<file path="src/islm_pkg.sv">
// Shared types, sizes and codes for the idle sleep lock manager.
// No dependencies; imported by every module of the block.
package islm_pkg;

   localparam int NUM_OWNERS  = 7;
   localparam int COUNT_WIDTH = 16;
   localparam int DELAY_WIDTH = 32;

   localparam int OWNER_IDX_W = (NUM_OWNERS > 1) ? $clog2(NUM_OWNERS) : 1;
   localparam int TOTAL_W     = COUNT_WIDTH + $clog2(NUM_OWNERS);

   localparam int CMD_W       = 3;
   localparam int OWNER_W     = 5;
   localparam int STATUS_W    = 3;
   localparam int WINDOW_W    = 32;
   localparam int REQ_DELAY_W = 32;
   localparam int LOCK_MASK_W = 32;

   localparam int CSR_ADDR_W  = 3;
   localparam int CSR_DATA_W  = 32;
   localparam logic [WINDOW_W-1:0] ACTIVE_WINDOW_RESET = 32'd1000000;
   // register index, taken from byte address bit 2
   localparam logic REG_ACTIVE_WINDOW = 1'b0;

   localparam logic [CMD_W-1:0] CMD_TICK       = 3'd0;
   localparam logic [CMD_W-1:0] CMD_START      = 3'd1;
   localparam logic [CMD_W-1:0] CMD_ACTIVITY   = 3'd2;
   localparam logic [CMD_W-1:0] CMD_ACQUIRE    = 3'd3;
   localparam logic [CMD_W-1:0] CMD_RELEASE    = 3'd4;
   localparam logic [CMD_W-1:0] CMD_SET_ENABLE = 3'd5;
   localparam logic [CMD_W-1:0] CMD_SCHEDULE   = 3'd6;
   localparam logic [CMD_W-1:0] CMD_STOP       = 3'd7;

   localparam logic [STATUS_W-1:0] ST_OK             = 3'd0;
   localparam logic [STATUS_W-1:0] ST_INVALID_OWNER  = 3'd1;
   localparam logic [STATUS_W-1:0] ST_ACQ_OVERFLOW   = 3'd2;
   localparam logic [STATUS_W-1:0] ST_RELEASE_UNHELD = 3'd3;
   localparam logic [STATUS_W-1:0] ST_EXPIRY_BLOCKED = 3'd4;
   localparam logic [STATUS_W-1:0] ST_EXPIRY_NO_DEEP = 3'd5;

   typedef struct packed {
      logic [CMD_W-1:0]       command;
      logic [OWNER_W-1:0]     owner;
      logic                   enable_value;
      logic [REQ_DELAY_W-1:0] delay_ticks;
      logic                   deep_sleep_allowed;
   } islm_req_type;

   typedef struct packed {
      logic                   sleep_request;
      logic                   blocked;
      logic [LOCK_MASK_W-1:0] lock_mask;
      logic                   check_armed;
      logic [STATUS_W-1:0]    status;
   } islm_result_type;

endpackage

</file>
<file path="src/idle_sleep_lock_manager_top.sv">
// A request passes from the input register into the result register and so to rsp_valid;
// while the result register is stalled, the request waits in the input register.
// Throughput: one request per cycle while the result is not stalled; the single update
// path between the two registers sets this figure. A stalled result leaves room for one
// more request in the input register, after which req_stall follows rsp_stall.
// Reset (synchronous, active high): no locks, not started, enabled, countdown disarmed,
// no pending delay, active window 1000000 ticks, both pipeline registers empty.
module idle_sleep_lock_manager_top (
   input  logic                               clock,
   input  logic                               reset,
   // request channel
   input  logic                               req_valid,
   output logic                               req_stall,
   input  logic [islm_pkg::CMD_W-1:0]         req_command,
   input  logic [islm_pkg::OWNER_W-1:0]       req_owner,
   input  logic                               req_enable_value,
   input  logic [islm_pkg::REQ_DELAY_W-1:0]   req_delay_ticks,
   input  logic                               req_deep_sleep_allowed,
   // result channel
   output logic                               rsp_valid,
   input  logic                               rsp_stall,
   output logic                               rsp_sleep_request,
   output logic                               rsp_blocked,
   output logic [islm_pkg::LOCK_MASK_W-1:0]   rsp_lock_mask,
   output logic                               rsp_check_armed,
   output logic [islm_pkg::STATUS_W-1:0]      rsp_status,
   // configuration port
   input  logic                               psel,
   input  logic                               penable,
   input  logic                               pwrite,
   input  logic [islm_pkg::CSR_ADDR_W-1:0]    paddr,
   input  logic [islm_pkg::CSR_DATA_W-1:0]    pwdata,
   output logic [islm_pkg::CSR_DATA_W-1:0]    prdata,
   output logic                               pready
);
   import islm_pkg::*;

   // Stage 1: input register holding one accepted request
   logic            in_valid_ff, in_valid_in;
   islm_req_type    in_req_ff;
   // Stage 2: result register feeding the rsp_ ports
   logic            out_valid_ff, out_valid_in;
   islm_result_type out_res_ff;

   islm_result_type core_res;
   logic [WINDOW_W-1:0] active_window;
   logic            accept;
   logic            fire;

   // A request moves from stage 1 into the core when the result register is
   // free or is being emptied in this very cycle.
   assign fire      = in_valid_ff && (!out_valid_ff || !rsp_stall);
   assign req_stall = in_valid_ff && !fire;
   assign accept    = req_valid && !req_stall;

   always_comb begin
      in_valid_in = in_valid_ff;
      if (accept) begin
         in_valid_in = 1'b1;
      end else if (fire) begin
         in_valid_in = 1'b0;
      end
      // result stays while stalled, is replaced when a new one fires
      out_valid_in = fire || (out_valid_ff && rsp_stall);
   end

   always_ff @(posedge clock) begin
      if (reset) begin
         in_valid_ff  <= 1'b0;
         out_valid_ff <= 1'b0;
      end else begin
         in_valid_ff  <= in_valid_in;
         out_valid_ff <= out_valid_in;
      end
   end

   // payload registers: no reset needed
   always_ff @(posedge clock) begin
      if (accept) begin
         in_req_ff.command            <= req_command;
         in_req_ff.owner              <= req_owner;
         in_req_ff.enable_value       <= req_enable_value;
         in_req_ff.delay_ticks        <= req_delay_ticks;
         in_req_ff.deep_sleep_allowed <= req_deep_sleep_allowed;
      end
      if (fire) begin
         out_res_ff <= core_res;
      end
   end

   islm_csr u_csr (
      .clock         (clock),
      .reset         (reset),
      .psel          (psel),
      .penable       (penable),
      .pwrite        (pwrite),
      .paddr         (paddr),
      .pwdata        (pwdata),
      .prdata        (prdata),
      .pready        (pready),
      .active_window (active_window)
   );

   // lock counters and countdown; state advances only on fire
   islm_core u_core (
      .clock         (clock),
      .reset         (reset),
      .fire          (fire),
      .req           (in_req_ff),
      .active_window (active_window),
      .result        (core_res)
   );

   assign rsp_valid         = out_valid_ff;
   assign rsp_sleep_request = out_res_ff.sleep_request;
   assign rsp_blocked       = out_res_ff.blocked;
   assign rsp_lock_mask     = out_res_ff.lock_mask;
   assign rsp_check_armed   = out_res_ff.check_armed;
   assign rsp_status        = out_res_ff.status;

endmodule

</file>
<file path="src/islm_csr.sv">
// APB-style configuration register (active window) for the lock manager.
// Depends on islm_pkg.
module islm_csr (
   input  logic                            clock,
   input  logic                            reset,
   input  logic                            psel,
   input  logic                            penable,
   input  logic                            pwrite,
   input  logic [islm_pkg::CSR_ADDR_W-1:0] paddr,
   input  logic [islm_pkg::CSR_DATA_W-1:0] pwdata,
   output logic [islm_pkg::CSR_DATA_W-1:0] prdata,
   output logic                            pready,
   output logic [islm_pkg::WINDOW_W-1:0]   active_window
);
   import islm_pkg::*;

   logic [WINDOW_W-1:0] window_ff;
   logic [WINDOW_W-1:0] window_in;
   logic                wr_hit;

   assign pready = 1'b1;
   assign wr_hit = psel && penable && pwrite && (paddr[2] == REG_ACTIVE_WINDOW);

   always_comb begin
      window_in = window_ff;
      if (wr_hit) begin
         window_in = WINDOW_W'(pwdata);
      end
   end

   always_ff @(posedge clock) begin
      if (reset) begin
         window_ff <= ACTIVE_WINDOW_RESET;
      end else begin
         window_ff <= window_in;
      end
   end

   assign prdata        = (paddr[2] == REG_ACTIVE_WINDOW) ? CSR_DATA_W'(window_ff) : '0;
   assign active_window = window_ff;

endmodule

</file>
<file path="src/islm_core.sv">
// Lock counters, sleep countdown state and per-request update logic.
// Depends on islm_pkg.
module islm_core (
   input  logic                          clock,
   input  logic                          reset,
   input  logic                          fire,
   input  islm_pkg::islm_req_type        req,
   input  logic [islm_pkg::WINDOW_W-1:0] active_window,
   output islm_pkg::islm_result_type     result
);
   import islm_pkg::*;

   localparam logic [COUNT_WIDTH-1:0] COUNT_MAX = {COUNT_WIDTH{1'b1}};

   logic [COUNT_WIDTH-1:0] counts_ff [NUM_OWNERS];
   logic [COUNT_WIDTH-1:0] count_new;
   logic                   count_we;
   logic [NUM_OWNERS-1:0]  mask_ff, mask_in;
   logic [TOTAL_W-1:0]     total_ff, total_in;
   logic                   started_ff, started_in;
   logic                   enabled_ff, enabled_in;
   logic                   armed_ff, armed_in;
   logic [DELAY_WIDTH-1:0] remaining_ff, remaining_in;
   logic                   pending_ff, pending_in;
   logic [DELAY_WIDTH-1:0] pending_delay_ff, pending_delay_in;

   logic [OWNER_IDX_W-1:0] idx;
   logic                   owner_ok;
   logic [COUNT_WIDTH-1:0] cur_count;
   logic                   do_sched;
   logic [DELAY_WIDTH-1:0] sched_delay;
   logic [DELAY_WIDTH-1:0] window_d;
   logic [STATUS_W-1:0]    status;
   logic                   sleep_req;

   assign idx       = req.owner[OWNER_IDX_W-1:0];
   assign owner_ok  = ({1'b0, req.owner} < (OWNER_W + 1)'(NUM_OWNERS));
   assign cur_count = counts_ff[idx];
   assign window_d  = DELAY_WIDTH'(active_window);

   always_comb begin
      started_in       = started_ff;
      enabled_in       = enabled_ff;
      armed_in         = armed_ff;
      remaining_in     = remaining_ff;
      pending_in       = pending_ff;
      pending_delay_in = pending_delay_ff;
      total_in         = total_ff;
      mask_in          = mask_ff;
      count_new        = cur_count;
      count_we         = 1'b0;
      do_sched         = 1'b0;
      sched_delay      = window_d;
      status           = ST_OK;
      sleep_req        = 1'b0;

      unique case (req.command)
         CMD_TICK: begin
            if (armed_ff) begin
               if (remaining_ff <= DELAY_WIDTH'(1)) begin
                  remaining_in = '0;
                  armed_in     = 1'b0;
                  if (!enabled_ff || (total_ff != '0)) begin
                     status = ST_EXPIRY_BLOCKED;
                  end else if (!req.deep_sleep_allowed) begin
                     status = ST_EXPIRY_NO_DEEP;
                  end else begin
                     sleep_req = 1'b1;
                  end
               end else begin
                  remaining_in = remaining_ff - DELAY_WIDTH'(1);
               end
            end
         end
         CMD_START: begin
            started_in       = 1'b1;
            pending_in       = 1'b0;
            pending_delay_in = '0;
            do_sched         = 1'b1;
         end
         CMD_ACTIVITY: begin
            if (!owner_ok) begin
               status = ST_INVALID_OWNER;
            end else begin
               pending_in       = 1'b0;
               pending_delay_in = '0;
               do_sched         = 1'b1;
            end
         end
         CMD_ACQUIRE: begin
            if (!owner_ok) begin
               status = ST_INVALID_OWNER;
            end else if (cur_count == COUNT_MAX) begin
               status = ST_ACQ_OVERFLOW;
            end else begin
               if (total_ff == '0) begin
                  armed_in = 1'b0;
               end
               count_new    = cur_count + COUNT_WIDTH'(1);
               count_we     = 1'b1;
               total_in     = total_ff + TOTAL_W'(1);
               mask_in[idx] = 1'b1;
            end
         end
         CMD_RELEASE: begin
            if (!owner_ok) begin
               status = ST_INVALID_OWNER;
            end else if (cur_count == '0) begin
               status = ST_RELEASE_UNHELD;
            end else begin
               count_new    = cur_count - COUNT_WIDTH'(1);
               count_we     = 1'b1;
               total_in     = total_ff - TOTAL_W'(1);
               mask_in[idx] = (cur_count != COUNT_WIDTH'(1));
               if (total_ff == TOTAL_W'(1)) begin
                  // last lock gone: rearm with the pending delay if one waits
                  sched_delay      = pending_ff ? pending_delay_ff : window_d;
                  pending_in       = 1'b0;
                  pending_delay_in = '0;
                  do_sched         = 1'b1;
               end
            end
         end
         CMD_SET_ENABLE: begin
            enabled_in       = req.enable_value;
            pending_in       = 1'b0;
            pending_delay_in = '0;
            if (!req.enable_value) begin
               armed_in = 1'b0;
            end else begin
               do_sched = 1'b1;
            end
         end
         CMD_SCHEDULE: begin
            pending_in       = 1'b1;
            pending_delay_in = DELAY_WIDTH'(req.delay_ticks);
            sched_delay      = DELAY_WIDTH'(req.delay_ticks);
            do_sched         = 1'b1;
         end
         CMD_STOP: begin
            pending_in       = 1'b0;
            pending_delay_in = '0;
            armed_in         = 1'b0;
         end
      endcase

      // arm only when started and enabled; held locks disarm instead
      if (do_sched && started_in && enabled_in) begin
         if (total_in != '0) begin
            armed_in = 1'b0;
         end else begin
            armed_in     = 1'b1;
            remaining_in = sched_delay;
         end
      end
   end

   always_ff @(posedge clock) begin
      if (reset) begin
         for (int i = 0; i < NUM_OWNERS; i++) begin
            counts_ff[i] <= '0;
         end
         mask_ff          <= '0;
         total_ff         <= '0;
         started_ff       <= 1'b0;
         enabled_ff       <= 1'b1;
         armed_ff         <= 1'b0;
         remaining_ff     <= '0;
         pending_ff       <= 1'b0;
         pending_delay_ff <= '0;
      end else if (fire) begin
         if (count_we) begin
            counts_ff[idx] <= count_new;
         end
         mask_ff          <= mask_in;
         total_ff         <= total_in;
         started_ff       <= started_in;
         enabled_ff       <= enabled_in;
         armed_ff         <= armed_in;
         remaining_ff     <= remaining_in;
         pending_ff       <= pending_in;
         pending_delay_ff <= pending_delay_in;
      end
   end

   always_comb begin
      result.sleep_request = sleep_req;
      result.blocked       = (total_in != '0);
      result.lock_mask     = LOCK_MASK_W'(mask_in);
      result.check_armed   = armed_in;
      result.status        = status;
   end

endmodule

</file>
<file path="config.mk">
export PLATFORM = sky130hd
export DESIGN_NAME = idle_sleep_lock_manager_top
export DESIGN_NICKNAME = d
export VERILOG_FILES = /design/src/islm_pkg.sv /design/src/idle_sleep_lock_manager_top.sv /design/src/islm_csr.sv /design/src/islm_core.sv
export SDC_FILE = /design/constraint.sdc
export NUM_CORES = 1
export LEC_CHECK = 0
export ABC_AREA = 1
export BUFFER_PORTS_ARGS = -buffer_cell sky130_fd_sc_hd__buf_4
export CAP_MARGIN = 20
export CORE_UTILIZATION = 40
export CTS_CLUSTER_SIZE = 25
export DETAILED_ROUTE_END_ITERATION = 8
export RECOVER_POWER = 25
export SLEW_MARGIN = 20
export SYNTH_ARGS = -nofsm -noshare
export SYNTH_HDL_FRONTEND = slang
export SYNTH_SLANG_ARGS = --single-unit
</file>
<file path="constraint.sdc">
create_clock -name clock -period 5.12 [get_ports clock]
set_input_delay 1.024 -clock clock [delete_from_list [all_inputs] [get_ports clock]]
set_output_delay 1.024 -clock clock [all_outputs]
set_load 0.02 [all_outputs]
</file>
==> results.cfg, run 1 <==
[global_routing]
grt_use_total = 0.2428
grt_pass1_vias = 16553
grt_use_met2 = 0.3998
gr-usage-met3 = 0.04500
grt_max_degree = 77
grt_pass1_wl_um = 90020
antenna_found_initial = 2
busiest_layer = met2
grt_util_met1 = 0.3069
grt-ovfl-total = 0

[logic_synthesis]
synth_edf_count = 167
synth_ff_type = edfxtp_1
yosys_warnings = 0
ys_seq_area_frac = 0.4295
syn_avg_cell_area_sq_um = 7.173
ys_types = 50
postSynthCellCount = 2583
synthArstFlopShare = 0
syn_area_sq_um = 18530
ys_ff_latch = 314

[hold_path]
worstHoldStart = u_core.started_ff
hold_path.class = reg2reg

[setup_path]
path_buf_inv = 6
cp-end-kind = flop
critical_path_peak_fanout = 30
worst_path_dominant_cell_family = buffers and inverters
cpPeakStageDelay_ns = 0.75
cp_slowest_cell = inv_1
worstSetupStartpointType = flop
path_class = reg2reg
path_cells = inv_2, o21ai_0, o22ai_1, nand2_1, o21ai_0, buf_4, inv_1, ha_1, nand2_2, nor2_8, nand2_4, nand2_4, inv_2, nand2_2, nand2_2, nand2_1, nor2_1, inv_1, nor2_1, inv_1, o21ai_0
worst_ep_arrival_time_ns = 5.03
worst_ep_required_time_ns = 5.51

[die]
core_area_sq_um = 45580
die_area_sq_um = 47180
start_util = 0.4065
die_h_um = 217.2
rows = 78
die_w_um = 217.2
io_pins = 157

[route]
vias = 17336
drt_iter0_markers = 1434
wl_um = 56790
wl_per_cell_um = 17.18
drt_pre_antenna_iters = 6
vias_per_cell = 5.244
drtAntennaViolNets = 0
drc = 0

[status]
violations = capacitance limit, slew limit
run_status = complete, but fails checks

[sta]
fmax_mhz = 215.5
slew_headroom = -0.5316
setup_viol = 0
grt_setup_unrepaired = false
setup-tns-final_ns = 0
fin_skew_ns = 0.02629
tightest_slew_ns = 2.285
post-route-min-period_ns = 4.641
slew_viol_final = 161
final.setup.worst_slack_ns = 0.4791
min_period_over_period = 0.9064
final-hold-violation-count = 0

[place]
numPortBuffers = 128
finalWeightedCongestion = 0.8992
preCtsSetupSlack_ns = 0.1994
place_hpwl_um = 39530

[clocking]
numCtsBuffers = 37
path_clk_slew_ns = 0.06
cts_buffer_depth = 3
clk_latency_ns = 0.57
ctsRootBufferMaster = clkbuf_16
h-tree-depth = 2
cts_tree = done
postCtsHoldBufs = 0
clock-sinks = 314
cts_setup_buffers = 0

[power_and_ir_drop]
powerDensity_nw_per_um2 = 302.1
irDropWorstVdd_uv = 194.5
p_leak_uw = 0.009189
total_power_uw = 6344

[finish]
syn_to_final_growth_pct = 13.35
layout.nets = 2769
drive_above_1_share = 0.1017
fin_util = 0.4608

[flow_run]
drv_cap = 4
-- path summary, 6_finish.rpt --
kind,to,slack [ns],cells after the start
hold reg to reg,u_core.started_ff,0.46,2
hold / removal,u_core.started_ff,0.46,2
setup / recovery,u_core.counts_ff[6][9],0.48,21
setup reg to reg,u_core.counts_ff[6][9],0.48,21
-- state kept, by name, indices dropped and copies added, names as in the netlist, named ones only --
| signal | cells |
|---|---|
| u_csr.active_window | 32 |
| rsp_sleep_request | 1 |
| u_core.enabled_ff | 1 |
| in_req_ff | 42 |
| u_core.remaining_ff | 32 |
| u_core.pending_ff | 1 |
| u_core.counts_ff | 128 |
| u_core.pending_delay_ff | 32 |
| in_valid_ff | 1 |
| rsp_blocked | 1 |
| u_core.started_ff | 1 |
| u_core.mask_ff | 7 |
| rsp_valid | 1 |
| rsp_lock_mask | 7 |
| rsp_status | 3 |
| rsp_check_armed | 1 |
| u_core.total_ff | 19 |
| u_core.armed_ff | 1 |
-- where the power goes --
| group | total (uW) | internal, uW | switching (uW) |
|---|---|---|---|
| clock | 2520 | 1460 | 1060 |
| sequential | 2820 | 2750 | 65.9 |
| combinational | 1010 | 296 | 714 |
-- metrics by stage --
step | area [sq um] | hold WS [ns] | cells
after floorplan | 18680 | 0.4208 | 2623
after global routing | 21000 | 0.4752 | 3305
after detailed placement | 19940 | 0.4391 | 3236
after global placement | 19940 | 0.4404 | 3236
final | 21000 | 0.4619 | 3306
after CTS | 21080 | 0.4480 | 3304
-- cells by family after synthesis --
| kind of cell | after synthesis | synth area share |
|---|---|---|
| AND/OR/NAND/NOR | 1255 | 0.2987 |
| buffers and inverters | 547 | 0.1255 |
| AO/OA/AOI/OAI | 431 | 0.1278 |
| flip-flops | 314 | 0.4295 |
| XOR/XNOR | 24 | 0.01135 |
| adder cells (fa/ha/maj) | 10 | 0.006753 |
| other | 2 | 0.0004053 |
-- cells in the mapped netlist (3+ instances only) --
cell        n  area (sq um)
nor4_1     14         87.58
edfxtp_1  167          5015
nand2_1   579          2173
nor2_1    260         975.9
a21oi_1   161         805.8
buf_6      11         123.9
o211ai_1   37         277.8
nand3_2     3         30.03
nand3b_1    4         30.03
buf_4      34         255.2
xor2_1     23         201.4
ha_1       10         125.1
nand2_2    17         106.4
o21ai_2     3         26.28
nor2_4      4         45.04
dfxtp_1   147          2943
a211oi_1   19         142.6
o21ai_1    11         55.05
nor2_2      8         50.05
inv_2       5         18.77
nand4_1    79         494.2
clkinv_1    6         22.52
nand3_1   236          1181
nor2_8      3         60.06
o221ai_1    7         61.31
nor3_1     37         185.2
buf_2      28         140.1
clkbuf_1   96         360.4
buf_1       3         11.26
o22ai_1     5         31.28
inv_1     361          1355
o21ai_0   178         890.9
-- per-layer routing --
metal | vias up | wire length (um)
met3 | 118 | 3867
met2 | 607 | 26430
met4 | 0 | 2351
li1 | 8590 | -
met1 | 8021 | 24140
met5 | - | 0
-- cells in the final DEF (no fill, tap or decap), drive strengths merged, types with 19 or more instances in the layout --
cell type and count:
nand2 598, inv 368, nor2 275, nand3 241, o21ai 192, edfxtp 167
a21oi 161, dfxtp 147, buf 125, clkbuf 119, nand4 79, conb 42
nor3 39, o211ai 37, xor2 23, a211oi 19
-- timing repair --
item                       in CTS  in global routing
resized for setup               0                  2
hold endpoints to repair        0                  0
setup endpoints to repair       0                 70
-- layout make-up --
type                       count  area, sq um
antenna                        2        5.005
clock buffer                  57         1084
clock inverter                11        57.56
fill                        4650        24570
inverter                     373         1406
multi-input combinational   1762         8428
sequential                   314         7959
tap                          600        750.7
timing repair buffer         187         1311
-- worst reg2reg max path, stage by stage (launching register included) --
cell and delay [ns]:
dfxtp_1 0.74, inv_2 0.30, o21ai_0 0.16, o22ai_1 0.13, nand2_1 0.08, o21ai_0 0.13
buf_4 0.19, inv_1 0.11, ha_1 0.18, nand2_2 0.09, nor2_8 0.18, nand2_4 0.07
nand2_4 0.12, inv_2 0.18, nand2_2 0.15, nand2_2 0.11, nand2_1 0.10, nor2_1 0.08
inv_1 0.28, nor2_1 0.13, inv_1 0.75, o21ai_0 0.22
Note: power is estimated with default switching activity, not from simulation.
==> run 2, diff against run 1 <==
PLACE_DENSITY_LB_ADDON = 0.2   (was unset)
==> run 2 against run 1 <==
Against the previous run: the run still ends with capacitance limit, slew limit left; flip-flop and latch count did not move; count of clock-buffer cells in the layout fell by 10; final area rose by 0.38%; combinational power barely moved; critical path depth rose by 3; clock skew fell by 0.0019 ns; register-to-register slack got worse by 0.06 ns; maximum frequency fell by 1.3%; utilization rose by 0.17 points; first-iteration DRC count fell by 12%; largest power group unchanged.
==> results.cfg, run 2 (synthesized netlist as in run 1, its figures left out) <==
[status]
run_status = complete, but fails checks
violations = capacitance limit, slew limit

[setup_path]
critical_path_peak_fanout = 33
worst_ep_arrival_time_ns = 5.18
worst_ep_required_time_ns = 5.59
worstSetupStartpointType = flop
path_class = reg2reg
cp-end-kind = flop

[clocking]
cts_tree = done
cts_buffer_depth = 3
numCtsBuffers = 38
path_clk_slew_ns = 0.06
ctsRootBufferMaster = clkbuf_16
clock-sinks = 314
cts_setup_buffers = 0
post_cts_resized = 0
clk_latency_ns = 0.56
h-tree-depth = 2
postCtsHoldBufs = 0

[route]
wl_um = 57370
drt_pre_antenna_iters = 5
drtAntennaViolNets = 0
vias = 17264
drc = 0
drt_iter0_markers = 1267
wl_per_cell_um = 17.38
vias_per_cell = 5.232

[finish]
largest_reg_flops = 128
diodes = 0
final_common_cell = nand2_1
syn_to_final_growth_pct = 13.78
top_regs = u_core.counts_ff (128), in_req_ff (42)
layout.nets = 2768
drive_above_1_share = 0.1048
top_register = u_core.counts_ff
layout_common_cells = nand2_1 (579), inv_1 (359), nor2_1 (257), nand3_1 (236), o21ai_0 (176)

[sta]
tightest_slew_ns = 2.267
final-hold-violation-count = 0
fmax_mhz = 212.6
slew_headroom = -0.5195
slew_viol_final = 49
post-route-min-period_ns = 4.704
setup-tns-final_ns = 0
grt_setup_unrepaired = false
min_period_over_period = 0.9187
fin_skew_ns = 0.02439
final.setup.worst_slack_ns = 0.4160
setup_viol = 0

[die]
die_w_um = 217.2
io_pins = 157
rows = 78
die_area_sq_um = 47180
start_util = 0.4065
die_h_um = 217.2
core_area_sq_um = 45580

[place]
place_hpwl_um = 39950
numPortBuffers = 128
preCtsSetupSlack_ns = 0.4202
finalWeightedCongestion = 0.8758

[global_routing]
grt_pass1_vias = 16517
antenna_found_initial = 0
grt-ovfl-total = 0
grt_use_total = 0.2438
grt_max_degree = 75
grt_pass1_wl_um = 90310

[hold_path]
worstHoldStart = u_core.started_ff
hold_path.class = reg2reg

[power_and_ir_drop]
powerDensity_nw_per_um2 = 309.3
irDropWorstVdd_uv = 179.0
p_leak_uw = 0.009225

[flow_run]
drv_cap = 1
[run 2: cell types whose count changed in the layout (fill, tap and decap cells not counted), moves of 2 or more]
cell / delta
clkbuf_1: -12
clkinv_2: +2
diode_2: -2
bufinv_16: +4
[run 2: layout make-up]
type,instances,area (sq um)
flip-flops and latches,314,7959
inverters,373,1406
fillers,4636,24500
multi-input cells,1762,8417
repair buffers,185,1326
clock buffers,47,1015
well taps,600,750.7
clock inverters,19,206.4
[run 2: worst max-delay path: stages (launching register included)]
cell      delay [ns]
dfxtp_1         0.45
buf_4           0.26
inv_2           0.35
o21ai_0         0.16
o22ai_1         0.14
inv_1           0.05
o21ai_0         0.47
inv_1           0.20
ha_1            0.26
nand2_2         0.11
nor2_8          0.07
nand2_4         0.08
buf_4           0.30
nand2_1         0.09
nand2_1         0.07
nand2_1         0.05
nand3_1         0.07
nand2_1         0.07
nor2_1          0.18
nand3b_1        0.15
nor2_4          0.23
nand3_4         0.37
nand2_1         0.16
nand3_1         0.08
a21oi_1         0.16
[run 2: final timing paths]
path | depth (start not counted) | slack (ns) | to
setup reg to reg | 24 | 0.42 | u_core.remaining_ff[8]
hold / removal | 2 | 0.45 | u_core.started_ff
setup / recovery | 24 | 0.42 | u_core.remaining_ff[8]
hold reg to reg | 2 | 0.45 | u_core.started_ff
[run 2: per-layer routing]
| layer | global-route usage | share of wire | vias to the layer above |
|---|---|---|---|
| li1 | - | - | 8578 |
| met1 | 0.3159 | 0.44 | 8082 |
| met2 | 0.4088 | 0.47 | 501 |
| met3 | 0.03075 | 0.052 | 103 |
| met4 | 0.1019 | 0.036 | 0 |
| met5 | 0 | 0 | - |
[run 2: stage by stage]
step | cells | utilization | total power (uW) | instance area, sq um | hold slack (ns)
2_1_floorplan | 2623 | - | 3572 | 18680 | 0.4208
3_3_place_gp | 3234 | 0.4374 | 3878 | 19940 | 0.4338
3_5_place_dp | 3234 | 0.4374 | 3890 | 19940 | 0.4376
4_1_cts | 3300 | 0.4642 | 6589 | 21160 | 0.4505
5_1_grt | 3300 | 0.4625 | 6799 | 21080 | 0.4763
6_report | 3300 | 0.4625 | 6521 | 21080 | 0.4543
[run 2: power breakdown]
part	switching [uW]	internal [uW]
Clock	1080	1610
Combinational	713	301
Sequential	69.2	2750
Total	1860	4660
==> run 3, diff against run 2 <==
CORE_UTILIZATION = 45   (was 40)
==> run 3 against run 2 <==
Against the previous run: the flow still finishes with violations (capacitance limit, slew limit); first-iteration DRC count is 2.8% lower; flip-flop and latch count stayed put; critical path depth is 20 lower; global-route usage is 2.6 points higher; largest cell class unchanged; highest routed layer is now met5.
==> results.cfg, run 3 (synthesized netlist as in run 1, its figures left out) <==
[clocking]
postCtsHoldBufs = 0
clk_latency_ns = 0.56
path_clk_slew_ns = 0.05
numCtsBuffers = 37
cts_buffer_depth = 3
post_cts_resized = 0
clock-sinks = 314
ctsRootBufferMaster = clkbuf_16
cts_tree = done
cts_setup_buffers = 0
h-tree-depth = 2

[place]
numPortBuffers = 128
finalWeightedCongestion = 0.9382
place_hpwl_um = 39230
preCtsSetupSlack_ns = 0.4746
dp_cells = 3157

[hold_path]
hold_path.class = reg2reg
min_path_cells = 2

[global_routing]
grt_use_total = 0.2695
grt_pass1_wl_um = 88830
grt_max_degree = 75
antenna_found_initial = 3
grt_pass1_vias = 16350
grt-ovfl-total = 0

[power_and_ir_drop]
total_power_uw = 6459
powerDensity_nw_per_um2 = 307.7
p_leak_uw = 0.009234
irDropWorstVdd_uv = 300.8

[finish]
seq_area_sq_um = 7959
layout_common_cells = nand2_1 (578), inv_1 (361), nor2_1 (257), nand3_1 (236), o21ai_0 (177)
fin_util = 0.5223
syn_to_final_growth_pct = 13.30
multiInputGateArea_sq_um = 8419
largest_reg_flops = 128
layout.nets = 2765
fin_cells = 3226
final_common_cell = nand2_1
drive_above_1_share = 0.1060
top_register = u_core.counts_ff
top_regs = u_core.counts_ff (128), in_req_ff (42)
nFillCells = 3968

[setup_path]
worst_ep_required_time_ns = 5.38
worst_ep_arrival_time_ns = 5.16
r2r_setup_slack_ns = 0.49
cp-end-kind = flop
path_class = in2reg
r2r_cells = 25
worstSetupStartpointType = input pin
critical_path_peak_fanout = 48

[sta]
fmax_mhz = 204.0
grt_setup_unrepaired = false
final-hold-violation-count = 0
post-route-min-period_ns = 4.903
min_period_over_period = 0.9576
setup_viol = 0
slew_viol_final = 98
final.setup.worst_slack_ns = 0.2170
setup-tns-final_ns = 0
tightest_slew_ns = 2.833
fin_skew_ns = 0.03152
slew_headroom = -0.8886

[die]
core_area_sq_um = 40190
rows = 73
die_h_um = 204.9
start_util = 0.4610
die_w_um = 204.9
io_pins = 157
die_area_sq_um = 41990

[status]
run_status = complete, but fails checks
violations = capacitance limit, slew limit

[flow_run]
drv_cap = 2

[route]
drc = 0
wl_um = 56040
drtAntennaViolNets = 0
vias_per_cell = 5.372
vias = 17329
drt_iter0_markers = 1231
drt_pre_antenna_iters = 7
wl_per_cell_um = 17.37
-- run 3: cell types whose count changed in the layout (fill, tap and decap cells not counted), sizes merged --
cell / before / now
buf: 127 / 124
bufinv: 4 / 3
clkinv: 18 / 21
diode: 0 / 2
-- run 3: layer usage --
layer,vias up,global-route usage,wire [um]
met5,-,0,13
met4,2,0.1040,1819
met3,98,0.03707,3296
met2,581,0.4557,26960
met1,8057,0.3472,23960
li1,8591,-,-
-- run 3: layout make-up --
cell class              count  area share
inverters                 373     0.06700
multi-input cells        1762      0.4011
repair buffers            183     0.06384
clock buffers              46     0.04768
clock inverters            21    0.009716
well taps                 525     0.03129
diodes                      2   0.0002384
flip-flops and latches    314      0.3791
-- run 3: critical path, stage by stage --
cell      delay, ns
clkbuf_1       1.96
inv_1          1.23
nand2_1        0.69
buf_12         0.21
-- run 3: path summary, 6_finish.rpt --
path | from | endpoint
hold reg to reg | u_core.started_ff | u_core.started_ff
setup reg to reg | flop | u_core.armed_ff
hold / removal | u_core.started_ff | u_core.started_ff
setup / recovery | reset | u_core.counts_ff[4][13]
-- run 3: where the power goes --
part,switching (uW),total (uW),internal (uW),leakage (uW)
registers,67.7,2820,2750,0.00286
clock network,1080,2630,1550,0.000598
logic,708,1010,301,0.00577
-- run 3: through the flow --
stage	hold WS [ns]	instance area, sq um
final	0.4408	20990
after global routing	0.4819	20990
after global placement	0.4374	19850
after floorplan	0.4208	18680
after detailed placement	0.4377	19850
after CTS	0.4474	21060
